`src/design/mrlc_pkg.sv`:
```
// Package: widths, constants and types shared by the measure range line clip block.
package mrlc_pkg;

   localparam int VALUE_WIDTH_DEFAULT = 32;
   localparam int CSR_INDEX_WIDTH = 1;
   localparam int CSR_DATA_WIDTH = 32;
   localparam int QUEUE_DEPTH = 2;

   localparam logic [CSR_INDEX_WIDTH-1:0] CSR_RANGE_FROM = 1'b0;
   localparam logic [CSR_INDEX_WIDTH-1:0] CSR_RANGE_TO = 1'b1;

   // Back-end sequencer states
   typedef enum logic [2:0] {
      ST_IDLE,
      ST_DIV_START,
      ST_DIV_END,
      ST_EMIT_START,
      ST_EMIT_END
   } back_state_type;

endpackage

```
`src/design/mrlc_muldiv.sv`:
```
// Sequential unit: round(a * b / d), one quotient bit per cycle.
module mrlc_muldiv #(
   parameter int W = 33
) (
   input  logic         clock,
   input  logic         reset,
   input  logic         start,
   input  logic [W-1:0] a,
   input  logic [W-1:0] b,
   input  logic [W-1:0] d,
   output logic         done,
   output logic [W-1:0] quot
);
   localparam int PW = 2 * W;
   localparam int CW = $clog2(PW + 1);

   logic [PW-1:0] num_ff, num_in;
   logic [W:0]    rem_ff, rem_in;
   logic [W-1:0]  quot_ff, quot_in;
   logic [W-1:0]  den_ff, den_in;
   logic [W-1:0]  mb_ff, mb_in;
   logic [CW-1:0] cnt_ff, cnt_in;
   logic          mul_ff, mul_in;
   logic          busy_ff, busy_in;
   logic          done_ff, done_in;
   logic [W:0]    shifted;
   logic [W:0]    twice_rem;

   // Shift-add multiply, then restoring divide, both bit-serial
   always_comb begin
      num_in = num_ff;
      rem_in = rem_ff;
      quot_in = quot_ff;
      den_in = den_ff;
      mb_in = mb_ff;
      cnt_in = cnt_ff;
      mul_in = mul_ff;
      busy_in = busy_ff;
      done_in = 1'b0;
      shifted = {rem_ff[W-1:0], num_ff[PW-1]};
      twice_rem = {rem_ff[W-1:0], 1'b0};
      if (start) begin
         num_in = '0;
         rem_in = {1'b0, a};
         mb_in = b;
         den_in = d;
         quot_in = '0;
         cnt_in = CW'(W);
         mul_in = 1'b1;
         busy_in = 1'b1;
      end else if (busy_ff) begin
         if (mul_ff) begin
            num_in = {num_ff[PW-2:0], 1'b0}
               + (mb_ff[W-1] ? {{W{1'b0}}, rem_ff[W-1:0]} : '0);
            mb_in = {mb_ff[W-2:0], 1'b0};
            cnt_in = cnt_ff - 1'b1;
            if (cnt_ff == CW'(1)) begin
               mul_in = 1'b0;
               rem_in = '0;
               cnt_in = CW'(PW);
            end
         end else if (cnt_ff != '0) begin
            num_in = {num_ff[PW-2:0], 1'b0};
            if (shifted >= {1'b0, den_ff}) begin
               rem_in = shifted - {1'b0, den_ff};
               quot_in = {quot_ff[W-2:0], 1'b1};
            end else begin
               rem_in = shifted;
               quot_in = {quot_ff[W-2:0], 1'b0};
            end
            cnt_in = cnt_ff - 1'b1;
         end else begin
            if (twice_rem >= {1'b0, den_ff}) quot_in = quot_ff + 1'b1;
            busy_in = 1'b0;
            done_in = 1'b1;
         end
      end
   end

   always_ff @(posedge clock) begin
      num_ff <= num_in;
      rem_ff <= rem_in;
      quot_ff <= quot_in;
      den_ff <= den_in;
      mb_ff <= mb_in;
      cnt_ff <= cnt_in;
      mul_ff <= mul_in;
      if (reset) begin
         busy_ff <= 1'b0;
         done_ff <= 1'b0;
      end else begin
         busy_ff <= busy_in;
         done_ff <= done_in;
      end
   end

   assign done = done_ff;
   assign quot = quot_ff;
endmodule

```
`src/design/mrlc_back.sv`:
```
// Back end: interpolates clipped points with a shared divider and emits them.
module mrlc_back #(
   parameter int VW = mrlc_pkg::VALUE_WIDTH_DEFAULT,
   parameter int JW = 8
) (
   input  logic          clock,
   input  logic          reset,
   input  logic          job_valid,
   output logic          job_ready,
   input  logic [JW-1:0] job,
   output logic          out_valid,
   input  logic          out_ready,
   output logic [VW-1:0] out_x,
   output logic [VW-1:0] out_y,
   output logic          piece_end,
   output logic          run_last
);
   localparam int DW = VW + 1;

   mrlc_pkg::back_state_type state_ff, state_in;
   logic [VW-1:0] x1, y1, m1, x2, y2, m2, r1, r2;
   logic          c1, c2, emit_s, endflag;
   logic [JW-1:0] job_ff;
   logic [VW-1:0] sx_ff, sy_ff, ex_ff, ey_ff, sx_in, sy_in, ex_in, ey_in;
   logic          axis_ff, axis_in;
   logic          go;
   logic [DW-1:0] dm, t1, t2, dx, dy, da, dbv;
   logic          nx, ny;
   logic          dv_start, dv_done;
   logic [DW-1:0] dv_q;
   logic [VW-1:0] base, lerp_val;
   logic          lerp_neg;
   logic          ov_ff, ov_in, pe_ff, pe_in, rl_ff, rl_in;
   logic [VW-1:0] ox_ff, oy_ff, ox_in, oy_in;
   logic          out_free;
   logic          kick_ff;
   logic          dv_go;

   assign {x1, y1, m1, x2, y2, m2, r1, r2, c1, c2, emit_s, endflag} = job_ff;

   // Magnitudes of differences, sign-extended one bit
   function automatic logic [DW-1:0] mag(input logic [VW-1:0] a, input logic [VW-1:0] b);
      logic [DW-1:0] d;
      d = {b[VW-1], b} - {a[VW-1], a};
      return d[DW-1] ? (~d + 1'b1) : d;
   endfunction

   assign dm = mag(m1, m2);
   assign t1 = mag(m1, r1);
   assign t2 = mag(m1, r2);
   assign dx = mag(x1, x2);
   assign dy = mag(y1, y2);
   assign nx = $signed(x2) < $signed(x1);
   assign ny = $signed(y2) < $signed(y1);

   // Operand select for the pass being started: next axis and next state
   assign da = axis_in ? dy : dx;
   assign dbv = (state_in == mrlc_pkg::ST_DIV_START) ? t1 : t2;
   // Result of the finished pass: current axis
   assign base = axis_ff ? y1 : x1;
   assign lerp_neg = axis_ff ? ny : nx;
   assign lerp_val = lerp_neg ? base - dv_q[VW-1:0] : base + dv_q[VW-1:0];

   mrlc_muldiv #(.W(DW)) u_div (
      .clock(clock), .reset(reset), .start(dv_go),
      .a(da), .b(dbv), .d(dm), .done(dv_done), .quot(dv_q)
   );

   assign out_free = !ov_ff || out_ready;
   assign job_ready = state_ff == mrlc_pkg::ST_IDLE;
   assign go = job_valid && job_ready;

   // Next state
   always_comb begin
      state_in = state_ff;
      unique case (state_ff)
         mrlc_pkg::ST_IDLE:
            if (go) state_in = mrlc_pkg::ST_DIV_START;
         mrlc_pkg::ST_DIV_START:
            if (!c1 || (dv_done && axis_ff)) state_in = mrlc_pkg::ST_DIV_END;
         mrlc_pkg::ST_DIV_END:
            if (!c2 || (dv_done && axis_ff))
               state_in = emit_s ? mrlc_pkg::ST_EMIT_START : mrlc_pkg::ST_EMIT_END;
         mrlc_pkg::ST_EMIT_START:
            if (out_free) state_in = mrlc_pkg::ST_EMIT_END;
         mrlc_pkg::ST_EMIT_END:
            if (out_free) state_in = mrlc_pkg::ST_IDLE;
         default: state_in = mrlc_pkg::ST_IDLE;
      endcase
   end

   // Datapath and output register control
   always_comb begin
      sx_in = sx_ff; sy_in = sy_ff; ex_in = ex_ff; ey_in = ey_ff;
      axis_in = axis_ff;
      dv_start = 1'b0;
      ov_in = ov_ff && !out_ready;
      ox_in = ox_ff; oy_in = oy_ff; pe_in = pe_ff; rl_in = rl_ff;
      unique case (state_ff)
         mrlc_pkg::ST_IDLE: begin
            axis_in = 1'b0;
         end
         mrlc_pkg::ST_DIV_START: begin
            if (!c1) begin
               sx_in = x1; sy_in = y1;
               dv_start = c2;
            end else if (dv_done) begin
               if (axis_ff) sy_in = lerp_val; else sx_in = lerp_val;
               axis_in = !axis_ff;
               dv_start = !axis_ff || c2;
            end
         end
         mrlc_pkg::ST_DIV_END: begin
            if (!c2) begin
               ex_in = x2; ey_in = y2;
            end else if (dv_done) begin
               if (axis_ff) ey_in = lerp_val; else ex_in = lerp_val;
               axis_in = !axis_ff;
               dv_start = !axis_ff;
            end
         end
         mrlc_pkg::ST_EMIT_START: begin
            if (out_free) begin
               ov_in = 1'b1; ox_in = sx_ff; oy_in = sy_ff; pe_in = 1'b0; rl_in = 1'b0;
            end
         end
         mrlc_pkg::ST_EMIT_END: begin
            if (out_free) begin
               ov_in = 1'b1; ox_in = ex_ff; oy_in = ey_ff; pe_in = endflag; rl_in = 1'b1;
            end
         end
         default: ;
      endcase
   end

   // State and datapath registers; the job-entry kick starts the first division when the start is clipped
   always_ff @(posedge clock) begin
      if (go) job_ff <= job;
      sx_ff <= sx_in; sy_ff <= sy_in; ex_ff <= ex_in; ey_ff <= ey_in;
      ox_ff <= ox_in; oy_ff <= oy_in; pe_ff <= pe_in; rl_ff <= rl_in;
      if (reset) begin
         state_ff <= mrlc_pkg::ST_IDLE;
         axis_ff <= 1'b0;
         ov_ff <= 1'b0;
         kick_ff <= 1'b0;
      end else begin
         state_ff <= state_in;
         axis_ff <= axis_in;
         ov_ff <= ov_in;
         kick_ff <= go;
      end
   end

   // Divider start: on job entry when the start is clipped, else as sequenced
   assign dv_go = (kick_ff && c1) || dv_start;

   assign out_valid = ov_ff;
   assign out_x = ox_ff;
   assign out_y = oy_ff;
   assign piece_end = pe_ff;
   assign run_last = rl_ff;
endmodule

```
`config.mk`:
```
export PLATFORM = sky130hd
export DESIGN_NAME = mrlc_back
export DESIGN_NICKNAME = d
export VERILOG_FILES = /design/src/design/mrlc_pkg.sv /design/src/design/mrlc_muldiv.sv /design/src/design/mrlc_back.sv
export SDC_FILE = /design/constraint.sdc
export NUM_CORES = 1
export LEC_CHECK = 0
export BUFFER_PORTS_ARGS = -buffer_cell sky130_fd_sc_hd__buf_2
export CORE_MARGIN = 2
export CORE_UTILIZATION = 55
export CTS_CLUSTER_DIAMETER = 60
export DETAILED_ROUTE_END_ITERATION = 7
export MAX_ROUTING_LAYER = met4
export PLACE_DENSITY = 0.74
export SLEW_MARGIN = 20
export SYNTH_ARGS = -nofsm -noshare
export SYNTH_HDL_FRONTEND = slang
export SYNTH_SLANG_ARGS = --single-unit
export TNS_END_PERCENT = 50
```
`constraint.sdc`:
```
create_clock -name clock -period 4.79 [get_ports clock]
set_input_delay 0 -clock clock [delete_from_list [all_inputs] [get_ports clock]]
set_output_delay 0 -clock clock [all_outputs]
set_load 0.02 [all_outputs]
```
======== After elaboration in Yosys (flattened, before gate mapping) ========
Index checks and enable logic that the tools add are counted.
word-level totals
  register bits ........................... 383
  bits of input ports ..................... 12
  output and inout bits ................... 68
  logic and storage cells ................. 135
cells by class
  add/sub/neg operators ................... 3
  magnitude comparators ................... 2
  equal/unequal tests ..................... 17
  muxes and demuxes ....................... 56
  bitwise operators ....................... 2
  reduce and logical (&&, ||, !) cells .... 34
operator list
  kind                                                                number
  2-to-1 mux 33 bit                                                   9
  2-to-1 mux 32 bit                                                   8
  2-to-1 mux 66 bit                                                   2
  one-hot mux 32 bit (2 select lines)                                 2
  greater-or-equal comparator 34 x 1 -> 1 bit, second input constant  2
  adder 66 bit                                                        1
  adder 33 x 1 -> 33 bit, second input constant                       1
  AND reduction 3 bit                                                 8
  2-to-1 mux 7 bit                                                    3
  2-to-1 mux 1 bit                                                    20
  2-to-1 mux 3 bit                                                    6
  one-hot mux 3 bit (5 select lines)                                  1
  != test 2 bit, second input constant                                7
  nonzero test 2 bit                                                  5
  != test 2 x 1 -> 1 bit, second input constant                       4
  equality test 7 x 1 -> 1 bit, second input constant                 1
  nonzero test 7 bit                                                  1
  subtractor 7 x 1 -> 7 bit, second input constant                    1
  equality test 3 x 1 -> 1 bit, second input constant                 2
  equality test 3 x 2 -> 1 bit, second input constant                 2
  one-hot mux 1 bit (2 select lines)                                  3
  zero test 1 bit                                                     5
  logical OR 1 bit                                                    5
  logical AND 1 bit                                                   4
  other kinds (9)                                                     11

======== Longest topological paths before layout ========
Gate-level depths: netlist of the first run.
  depth in word-level cells ............... 8
  gate-level depth with buffers ........... 10
  gate-level depth less buffers ........... 7

======== Cells and area by module ========
A second synthesis of the first run with hierarchy kept.
second synthesis, totals
  cells, all modules ...................... 1979
  area total of the unflattened synthesis .. 21304.2 um^2
by module, submodules not included
  module       times used  cells each  area each (um^2)
  mrlc_muldiv  1           1567        13559.3
  mrlc_back    1           412         7744.9

======== Worst setup path before layout of the first run ========
Ideal clock, no wire load.
  path kind ............................... register to register
  start ................................... register state_ff[2]
  end ..................................... register ox_ff[0] (netlist: out_x[0]), enable pin
  data arrival time ....................... 3.683 ns
  data required time ...................... 4.300 ns
  path slack .............................. 0.617 ns
  stages on the path, launching flop included .. 5
  period minus slack after synthesis ...... 4.173 ns
  cell sequence ........................... dfxtp_1 buf_2 nor3b_1 nor2_1 nor2_1
on the way
  word-level cells in the longest chain between the ends .. 3
  elaborated cells between the ends (all ways) .. 6
  classes of those cells .................. eq/ne: 4; reduce/logical: 2
RTL lines
  element                                                              RTL line          source
  start, declared                                                      mrlc_back.sv:20   mrlc_pkg::back_state_type state_ff, state_in;
  start signal, assigned                                               mrlc_back.sv:142  state_ff <= mrlc_pkg::ST_IDLE;
  start signal, assigned                                               mrlc_back.sv:147  state_ff <= state_in;
  equality test 3 x 2 -> 1 bit or equality test 3 bit (tied branches)  mrlc_back.sv:99   unique case (state_ff)
  != test 2 bit (no line) or nonzero test 2 bit (tied branches)        -
  AND reduction 3 bit (no line) *                                      -
  end signal, assigned                                                 mrlc_back.sv:140  ox_ff <= ox_in; oy_ff <= oy_in; pe_ff <= pe_in; rl_ff <= rl_in;
  end, declared                                                        mrlc_back.sv:34   logic [VW-1:0] ox_ff, oy_ff, ox_in, oy_in;
Every way passes the cells marked *; elsewhere a longest branch is shown, timed or not.
A chain may end at the register's enable or synchronous reset.

======== Final worst setup path of the first run ========
  start ................................... register u_div.cnt_ff[0]
  end ..................................... register u_div.quot_ff[18] (netlist: u_div.quot[18])
on the way
  word-level cells in the longest chain between the ends .. 3
  elaborated cells between the ends (all ways) .. 4
  classes of those cells .................. mux: 1; reduce/logical: 3
RTL lines
  element                        RTL line           source
  start, declared                mrlc_muldiv.sv:22  logic [CW-1:0] cnt_ff, cnt_in;
  start signal, assigned         mrlc_muldiv.sv:86  cnt_ff <= cnt_in;
  nonzero test 7 bit *           mrlc_muldiv.sv:62  end else if (cnt_ff != '0) begin
  nonzero test 2 bit (no line)   -
  AND reduction 3 bit (no line)  -
  end signal, assigned           mrlc_muldiv.sv:83  quot_ff <= quot_in;
  end, declared                  mrlc_muldiv.sv:19  logic [W-1:0] quot_ff, quot_in;
Marks and branches as above.

==> metrics.txt, run 1 <==
status finished, violations left; failing checks design-rule violations; Clock Skew between 0.01 and 0.015 ns; initial antenna violation count 0; share of cells above drive strength 1 25.2%; Final GP Congestion 0.854; Tmin final 3.01 ns; clock sink count 246; Cells after Synth around 740; total of max-cap violations 0; post-DR vias/cell 5.99; crit path buf inv count 1; Largest stage delay, worst path 0.76 ns; CP max FO 30; Rel. slew slack 34.5%; Fill cells 1,280; Post-Place Setup Slack roughly 1.8 ns; fmax 333 MHz; Critical Path End u_div.quot[18]$_SDFFE_PP0P_; DP Wirelength 12,300 um; CP startpoint u_div.cnt_ff[0]$_SDFFE_PP1P_; cts repair resizes 0; non-filler cells, final about 1.1k; # DRC 8; Num CTS Buffers 25; Starting Density 56.4%; wire length per cell roughly 19 um; final total power 6.21 mW; top post-synthesis cells by area edfxtp_1 58%, dfxtp_1 9.4%, mux2_2 7.4%; CP startpoint kind flip-flop; Fin. Hold Viols 0; commonest cells in the netlist 198 x edfxtp_1, 67 x mux2_2, 64 x and2_1, 48 x dfxtp_1, 42 x nor2_1; ys async rst share 0%; Final WS setup 1.78 ns; crit path capture type flip-flop; starting DRC count in detailed routing 569; CP top delay family simple AND/OR/NAND/NOR gates; synth warn 0; final setup fails 0; H-tree depth 1; fin nets 830; chain of cells forming the critical path inv_1 -> ha_1 -> nor2b_1 -> nand2_1 -> or3_1 -> mux2_2 -> a21oi_1; final period utilization a little over three fifths; syn nets 757; FF-to-FF Start u_div.cnt_ff[0]$_SDFFE_PP1P_; CP max stage cell nand2_1; Synth top area share 58.3%; Worst VDD drop 0.408 mV; synthesized area 10,200 um^2; RSZ-0062 raised after global routing false; WHS 0.201 ns; I/O Pins 80; clk buf depth 3; WHS Path Cells 2; fin. max-slew vios 0; routed via count 6,365; worst slew pin tran slightly below 1 ns; reg-to-reg endpoint u_div.quot[18]$_SDFFE_PP0P_; register bit count reported by yosys 246; leakage 3.93 nW; antenna viol nets, final 0; drt pass-1 iters 7; die area 19,600 um^2; cell taking the most area after synthesis edfxtp_1; proportion of synthesized chip area in sequential cells 67.7%; Finished Cell Area 11,600 um^2; Post-synth EDFFs slightly below 200; die width 140 um; Port Buf Inserts 75; Inst Count DP 1,010; Vert. Die Dim 140 um; Site Rows 49; later-pin clock latency in the skew report roughly 0.51 ns; final core utilization 64.3%; Remaining Overflow, GRT 0; Hold WC Path Type in -> reg; Syn-to-layout area delta 14.0%; largest net degree at the start of global routing 67; Core ar. 18,100 um^2; CP Depth 7; Avg Cell Area, Syn 13.7 um^2; hold_sp job[3]; r2r setup slk approximately 1.8 ns; pwr/cell area 534 nW/um^2; DRT Wirelength 20,300 um; R2R cell count 7; first-pass GRT wire length 32,500 um; Worst-path clk slew roughly 0.060 ns; critical path class reg -> reg; Root Buffer clkbuf_16; vias in the first global route 6,451; CP required 5.22 ns; TNS Setup 0 ns; ys flop type edfxtp_1; GRT Total Usage 21.2%; area post-placement ~11,000 um^2; n_diodes 0; Synth cell types 64; top-count cell post-synth edfxtp_1; CTS tree yes; critical path arrival around 3.4 ns
final cells by class:
type | count | area (um^2) | area share (%)
Sequential cell | 246 | 6910 | 59.4
Multi-Input combinational cell | 436 | 3050 | 26.3
Clock buffer | 34 | 669 | 5.76
Timing Repair Buffer | 94 | 536 | 4.61
Tap cell | 229 | 287 | 2.47
Clock inverter | 11 | 129 | 1.11
Inverter | 12 | 45.0 | 0.388
layout by cell type, fill, tap and decap left out, types with 3 or more instances in the layout:
cell,instances
edfxtp_1,198
buf_2,75
mux2_2,67
and2_1,64
dfxtp_1,48
nor2_1,41
a21oi_1,31
o21ai_0,25
clkbuf_16,25
nand2_1,24
nand3_1,22
nor3_1,16
a31oi_1,12
buf_4,12
inv_1,11
nand4_1,9
clkbuf_1,8
nand2b_1,7
dlygate4sd3_1,7
and3_1,6
a211oi_1,6
or4_1,6
a22oi_1,6
o211ai_1,6
nand3b_1,6
a22o_1,6
or3_1,5
a21o_1,4
nor2b_1,4
a221oi_1,4
clkinvlp_4,4
a21oi_4,3
and4_1,3
nor4_1,3
a21boi_0,3
xnor2_1,3
ha_1,3
how the worst min path moves through the flow:
stage | to | slack [ns]
3_5_place_dp | job_ff[3]$_DFFE_PP_ | 0.18
2_1_floorplan | job_ff[0]$_DFFE_PP_ | 0.1
5_1_grt | job_ff[0]$_DFFE_PP_ | 0.20
6_report | job_ff[3]$_DFFE_PP_ | 0.20
3_3_place_gp | job_ff[1]$_DFFE_PP_ | 0.18
4_1_cts | job_ff[3]$_DFFE_PP_ | 0.18
cell families (layout without fill, tap and decap cells):
group / after synthesis / in the layout / synth area share (%)
compound gates: 127 / 127 / 8.15
xor+xnor: 4 / 4 / 0.344
fa+ha+maj: 3 / 3 / 0.368
buf+inv: 60 / 151 / 2.80
flops: 246 / 246 / 67.7
mux: 69 / 69 / 7.60
simple gates: 233 / 233 / 13.0
timing repair:
item	4_1_cts	5_1_grt
hold buffers	7	0
setup buffers	0	0
endpoints found under the hold margin	16	0
per-layer routing:
metal | global-route usage (%) | part of all wire [%]
met5 | - | 0
met4 | 6.17 | 2.1
met3 | 3.59 | 5.9
met2 | 36.4 | 50
met1 | 26.0 | 42
state kept, by name, summed over array words and instances (netlist names), 3 cells and up:
register / count
job_ff: 4
ex_ff: 32
sy_ff: 32
ey_ff: 32
state_ff: 3
sx_ff: 32
out_x: 32
u_div.quot: 32
u_div.cnt_ff: 7
out_y: 32
worst register-to-register path, stage by stage (launching register included):
cell and delay, ns:
dfxtp_1 0.35, inv_1 0.07, ha_1 0.22, nor2b_1 0.56
nand2_1 0.76, or3_1 0.58, mux2_2 0.26, a21oi_1 0.13
report_power, final:
group | switching (mW) | total (mW) | internal (mW)
logic | 0.838 | 1.31 | 0.477
clock network | 0.784 | 1.88 | 1.09
registers | 0.224 | 3.01 | 2.79
No activity file was read; power rests on OpenSTA's default activity.
==> run 2, diff against run 1 <==
--- a/config.mk
+++ b/config.mk
@@ -7,11 +7,11 @@
 export LEC_CHECK = 0
 export BUFFER_PORTS_ARGS = -buffer_cell sky130_fd_sc_hd__buf_2
 export CORE_MARGIN = 2
-export CORE_UTILIZATION = 55
+export CORE_UTILIZATION = 54
 export CTS_CLUSTER_DIAMETER = 60
 export DETAILED_ROUTE_END_ITERATION = 7
 export MAX_ROUTING_LAYER = met4
-export PLACE_DENSITY = 0.74
+export PLACE_DENSITY = 0.76
 export SLEW_MARGIN = 20
 export SYNTH_ARGS = -nofsm -noshare
 export SYNTH_HDL_FRONTEND = slang
==> constraint.sdc (replaced) <==
create_clock -name clock -period 2.5 [get_ports clock]
set_input_delay 0 -clock clock [delete_from_list [all_inputs] [get_ports clock]]
set_output_delay 0 -clock clock [all_outputs]
set_load 0.02 [all_outputs]
==> metrics.txt, run 2 (same netlist as run 1, synthesis figures left out) <==
DRT Wirelength 20,000 um (-1.5%); Final WS setup 0.283 ns (-1.50 ns); wire length per cell 18.6 um (-2.9%); TNS Setup 0 ns (unchanged); Worst VDD drop 0.814 mV (+99%); WHS Path Cells 2 (unchanged); Fill cells 1,334 (+4.2%); Remaining Overflow, GRT 0 (unchanged); Critical Path End u_div.quot[30]$_SDFFE_PP0P_; clk buf depth 3 (unchanged); die area 20,000 um^2 (+1.8%); CP startpoint u_div.cnt_ff[2]$_SDFFE_PP0P_; GRT Total Usage 20.4% (-0.81 points); antenna viol nets, final 0 (unchanged); fin. max-slew vios 0 (unchanged); CP max FO 8 (-73%); worst slew pin tran 0.716 ns (-0.264 ns); share of cells above drive strength 1 26.1% (+0.86 points); Syn-to-layout area delta 15.3%; critical path class reg -> reg; cts repair resizes 0 (unchanged); # DRC 0 (-8); CP required 2.95 ns (-2.27 ns); RSZ-0062 raised after global routing false; commonest non-fill, non-tap cell in the layout edfxtp_1; I/O Pins 80 (unchanged); H-tree depth 1 (unchanged); leakage 4.00 nW (+1.8%); Vert. Die Dim 141 um (+0.90%); status finished clean; Clock Skew 0.0116 ns (-0.00118 ns); later-pin clock latency in the skew report 0.51 ns (about the same); r2r setup slk 0.28 ns (-1.50 ns); Root Buffer clkbuf_16; final period utilization 88.7% (+26 points); Worst-path clk slew 0.06 ns (about the same); CTS tree yes; CP startpoint kind flip-flop; fmax 451 MHz (+36%); most frequent cells in the layout 198 x edfxtp_1, 75 x buf_2, 67 x mux2_2; starting DRC count in detailed routing 438 (-23%); Finished Cell Area 11,800 um^2 (+1.1%); fin nets 842 (+1.4%); Fin. Hold Viols 0 (unchanged); Starting Density 54.7% (-1.7 points); Site Rows 50 (+2.0%); Tmin final 2.22 ns (-0.789 ns); area post-placement 10,900 um^2 (+1.8%); FF-to-FF Start u_div.cnt_ff[2]$_SDFFE_PP0P_; vias in the first global route 6,256 (-3.0%); initial antenna violation count 0 (unchanged); Core ar. 18,600 um^2 (+3.1%); Hold WC Path Type in -> reg; clock sink count 246 (unchanged); final total power 11.8 mW (+90%); Final GP Congestion 0.880 (+3.0%); pwr/cell area 1000 nW/um^2 (+88%); first-pass GRT wire length 31,600 um (-2.6%); Rel. slew slack 52.3% (+18 points); Port Buf Inserts 75 (unchanged); R2R cell count 5 (-2); final setup fails 0 (unchanged); total of max-cap violations 0 (unchanged); n_diodes 0 (unchanged); critical path arrival 2.66 ns (-0.78 ns); DP Wirelength 12,300 um (-0.42%); post-DR vias/cell 5.93 (-0.99%); die width 141 um (+0.90%); Num CTS Buffers 24 (-4.0%); Post-Place Setup Slack 0.305 ns (-1.52 ns); routed via count 6,397 (+0.50%); largest net degree at the start of global routing 67 (unchanged); drt pass-1 iters 5 (-2); reg-to-reg endpoint u_div.quot[30]$_SDFFE_PP0P_; crit path capture type flip-flop
run 2: changes by cell type in the layout (fill, tap and decap cells not counted):
cell / delta
clkinv_2: +2
clkbuf_1: -5
clkinvlp_4: -1
inv_1: +1
clkinv_1: +5
bufinv_16: -1
buf_4: +6
clkinv_8: -1
buf_12: +7
clkbuf_8: -1
clkinv_4: -1
run 2: where the power goes:
part | switching, mW | total, mW | leakage [nW] | internal [mW]
logic | 1.67 | 2.71 | 1.43 | 1.04
clock network | 1.44 | 3.36 | 0.353 | 1.92
registers | 0.396 | 5.74 | 2.22 | 5.34
total | 3.51 | 11.8 | 4.00 | 8.30
run 2: layout make-up:
| class | instances | area (um^2) | share of cell area (%) |
|---|---|---|---|
| clock buffer | 28 | 637 | 5.42 |
| clock inverter | 15 | 98.8 | 0.841 |
| inverter | 12 | 45.0 | 0.383 |
| multi-input combinational | 436 | 3050 | 26.0 |
| sequential | 246 | 6910 | 58.8 |
| tap | 234 | 293 | 2.49 |
| timing repair buffer | 107 | 721 | 6.13 |
run 2: how the worst min path moves through the flow:
stage          startpoint                   to  slack, ns
2_1_floorplan      job[0]  job_ff[0]$_DFFE_PP_        0.1
3_3_place_gp       job[1]  job_ff[1]$_DFFE_PP_       0.18
3_5_place_dp       job[0]  job_ff[0]$_DFFE_PP_       0.18
4_1_cts            job[0]  job_ff[0]$_DFFE_PP_       0.18
5_1_grt            job[0]  job_ff[0]$_DFFE_PP_       0.19
6_report           job[0]  job_ff[0]$_DFFE_PP_       0.20
run 2: timing repair:
action,4_1_cts,5_1_grt
hold endpoints to repair,16,0
buffers inserted,0,0
hold buffers,7,0
run 2: stage by stage:
step	cells	hold WS (ns)	util (%)
5_1_grt	1078	0.188	63.0
3_3_place_gp	1028	0.178	58.7
2_1_floorplan	742	0.0989	-
3_5_place_dp	1028	0.178	58.7
4_1_cts	1078	0.178	63.0
6_report	1078	0.199	63.0
run 2: metal layers:
| layer | vias up | routed length, um | track usage, % |
|---|---|---|---|
| met1 | 3105 | 8100 | 24.9 |
| li1 | 2969 | - | - |
| met5 | - | 0 | - |
| met4 | 0 | 585 | 7.05 |
| met3 | 52 | 1210 | 3.17 |
| met2 | 271 | 10100 | 34.8 |
run 2: worst max-delay path, cell delays in order (launching register included):
cell and delay [ns]:
dfxtp_1 0.38, nor4_4 0.61, nand3_4 0.22, or4_1 0.54, mux2_2 0.29, a21oi_2 0.11
==> run 3, diff against run 2 <==
--- a/config.mk
+++ b/config.mk
@@ -6,6 +6,7 @@
 export NUM_CORES = 1
 export LEC_CHECK = 0
 export BUFFER_PORTS_ARGS = -buffer_cell sky130_fd_sc_hd__buf_2
+export CORE_ASPECT_RATIO = 0.8
 export CORE_MARGIN = 2
 export CORE_UTILIZATION = 54
 export CTS_CLUSTER_DIAMETER = 60
==> metrics.txt, run 3 (same netlist as run 1, synthesis figures left out) <==
status finished clean; CP max stage cell or4_1; Vert. Die Dim 127 um (-10%); most frequent cells in the layout 198 x edfxtp_1, 75 x buf_2, 67 x mux2_2; Largest stage delay, worst path 0.55 ns (-0.06 ns); WHS 0.194 ns (-0.00452 ns); CP required 2.95 ns (about the same); Port Buf Inserts 75 (unchanged); fin nets 843 (+0.12%); crit path capture type flip-flop; Fin. Hold Viols 0 (unchanged); critical path arrival 2.73 ns (+0.07 ns); I/O Pins 80 (unchanged); Num CTS Buffers 25 (+4.2%); chain of cells forming the critical path inv_1 -> ha_1 -> nor2b_1 -> nand3_4 -> or4_1 -> mux2_2 -> a21oi_2; starting DRC count in detailed routing 540 (+23%); Fill cells 1,329 (-0.37%); cts repair resizes 0 (unchanged); clk buf depth 3 (unchanged); CTS tree yes; routed via count 6,339 (-0.91%); drt pass-1 iters 5 (unchanged); DP Wirelength 12,000 um (-2.1%); Root Buffer clkbuf_16; fin. max-slew vios 0 (unchanged); total of max-cap violations 0 (unchanged); final period utilization 91.1% (+2.4 points); met1 WL 8750 um (+8.0%); metal3 WL 1020 um (-16%); Final GP Congestion 0.912 (+3.7%); post-DR vias/cell 5.76 (-2.9%); DRT Wirelength 19,900 um (-0.53%); area post-placement 10,900 um^2 (about the same); CP top delay family simple AND/OR/NAND/NOR gates; # DRC 0 (unchanged); die area 20,000 um^2 (about the same); Tmin final 2.28 ns (+0.0592 ns); final total power 12.2 mW (+3.5%); commonest non-fill, non-tap cell in the layout edfxtp_1; Clock Skew 0.0122 ns (+0.000598 ns); initial antenna violation count 0 (unchanged); critical path class reg -> reg; top sig layer met4; RSZ-0062 raised after global routing false; Site Rows 44 (-12%); Worst VDD drop 0.825 mV (+1.4%); worst slew pin tran 0.698 ns (-0.0176 ns); Rel. slew slack 53.5% (+1.2 points); met2 wire length 9560 um (-5.6%); Remaining Overflow, GRT 0 (unchanged); post-CTS setup buffer count 0 (unchanged); antenna viol nets, final 0 (unchanged); CP startpoint kind flip-flop; leakage 4.06 nW (+1.6%); largest net degree at the start of global routing 67 (unchanged); Hold WC Path Type in -> reg; n_diodes 0 (unchanged); pwr/cell area 1030 nW/um^2 (+2.4%); share of cells above drive strength 1 27.0% (+0.97 points); wire length per cell 18.1 um (-2.5%); die width 158 um (+11%); later-pin clock latency in the skew report 0.52 ns (about the same); clock sink count 246 (unchanged); final setup fails 0 (unchanged); Core ar. 18,300 um^2 (-1.7%); first-pass GRT wire length 31,900 um (+0.85%); CP max FO 6 (-2); H-tree depth 1 (unchanged); fmax 439 MHz (-2.6%); Starting Density 55.6% (+0.93 points); Worst-path clk slew 0.06 ns (about the same); crit path buf inv count 1 (+1); Syn-to-layout area delta 16.6%; Finished Cell Area 11,900 um^2 (+1.2%); vias in the first global route 6,322 (+1.1%); GRT Total Usage 20.9% (+0.51 points)
-- run 3: layout make-up --
class / instances / area [um^2] / area share [%]
Inverter: 12 / 45.0 / 0.379
Multi-Input combinational cell: 436 / 3050 / 25.7
Timing Repair Buffer: 107 / 696 / 5.85
Clock inverter: 11 / 106 / 0.895
Sequential cell: 246 / 6910 / 58.1
Clock buffer: 35 / 767 / 6.45
Tap cell: 253 / 317 / 2.66
-- run 3: worst paths after layout --
check | cells after the start | end | slack [ns] | start
worst max-delay path | 7 | u_div.quot[30]$_SDFFE_PP0P_ | 0.22 | u_div.cnt_ff[0]$_SDFFE_PP1P_
worst min-delay path | 2 | job_ff[0]$_DFFE_PP_ | 0.19 | job[0]
worst max register to register | 7 | u_div.quot[30]$_SDFFE_PP0P_ | 0.22 | u_div.cnt_ff[0]$_SDFFE_PP1P_
worst min register to register | 1 | piece_end$_SDFFCE_PN0P_ | 0.53 | job_ff[0]$_DFFE_PP_
-- run 3: stage by stage --
stage,std cells,util [%],setup slack (ns),setup TNS (ns)
6_report,1100,64.9,0.223,0
5_1_grt,1100,64.9,0.0681,0
4_1_cts,1100,64.9,0.219,0
3_5_place_dp,1047,59.7,0.226,0
3_3_place_gp,1047,59.7,0.341,0
2_1_floorplan,742,-,-0.265,-16.96
-- run 3: power breakdown --
| group | switching (mW) | total (mW) | internal, mW |
|---|---|---|---|
| Combinational | 1.63 | 2.65 | 1.02 |
| Clock | 1.53 | 3.80 | 2.27 |
| Sequential | 0.432 | 5.77 | 5.34 |
| Total | 3.59 | 12.2 | 8.63 |
-- run 3: layer usage --
| layer | up-vias | GRT usage, % |
|---|---|---|
| met5 | - | - |
| met4 | 0 | 6.79 |
| met3 | 51 | 2.84 |
| met2 | 225 | 33.9 |
| met1 | 3080 | 27.4 |
| li1 | 2983 | - |
-- run 3: repair_timing --
| action | CTS | global route |
|---|---|---|
| endpoints found under the hold margin | 16 | 0 |
| hold buffers | 7 | 0 |
| endpoints found under the setup margin | 0 | 0 |
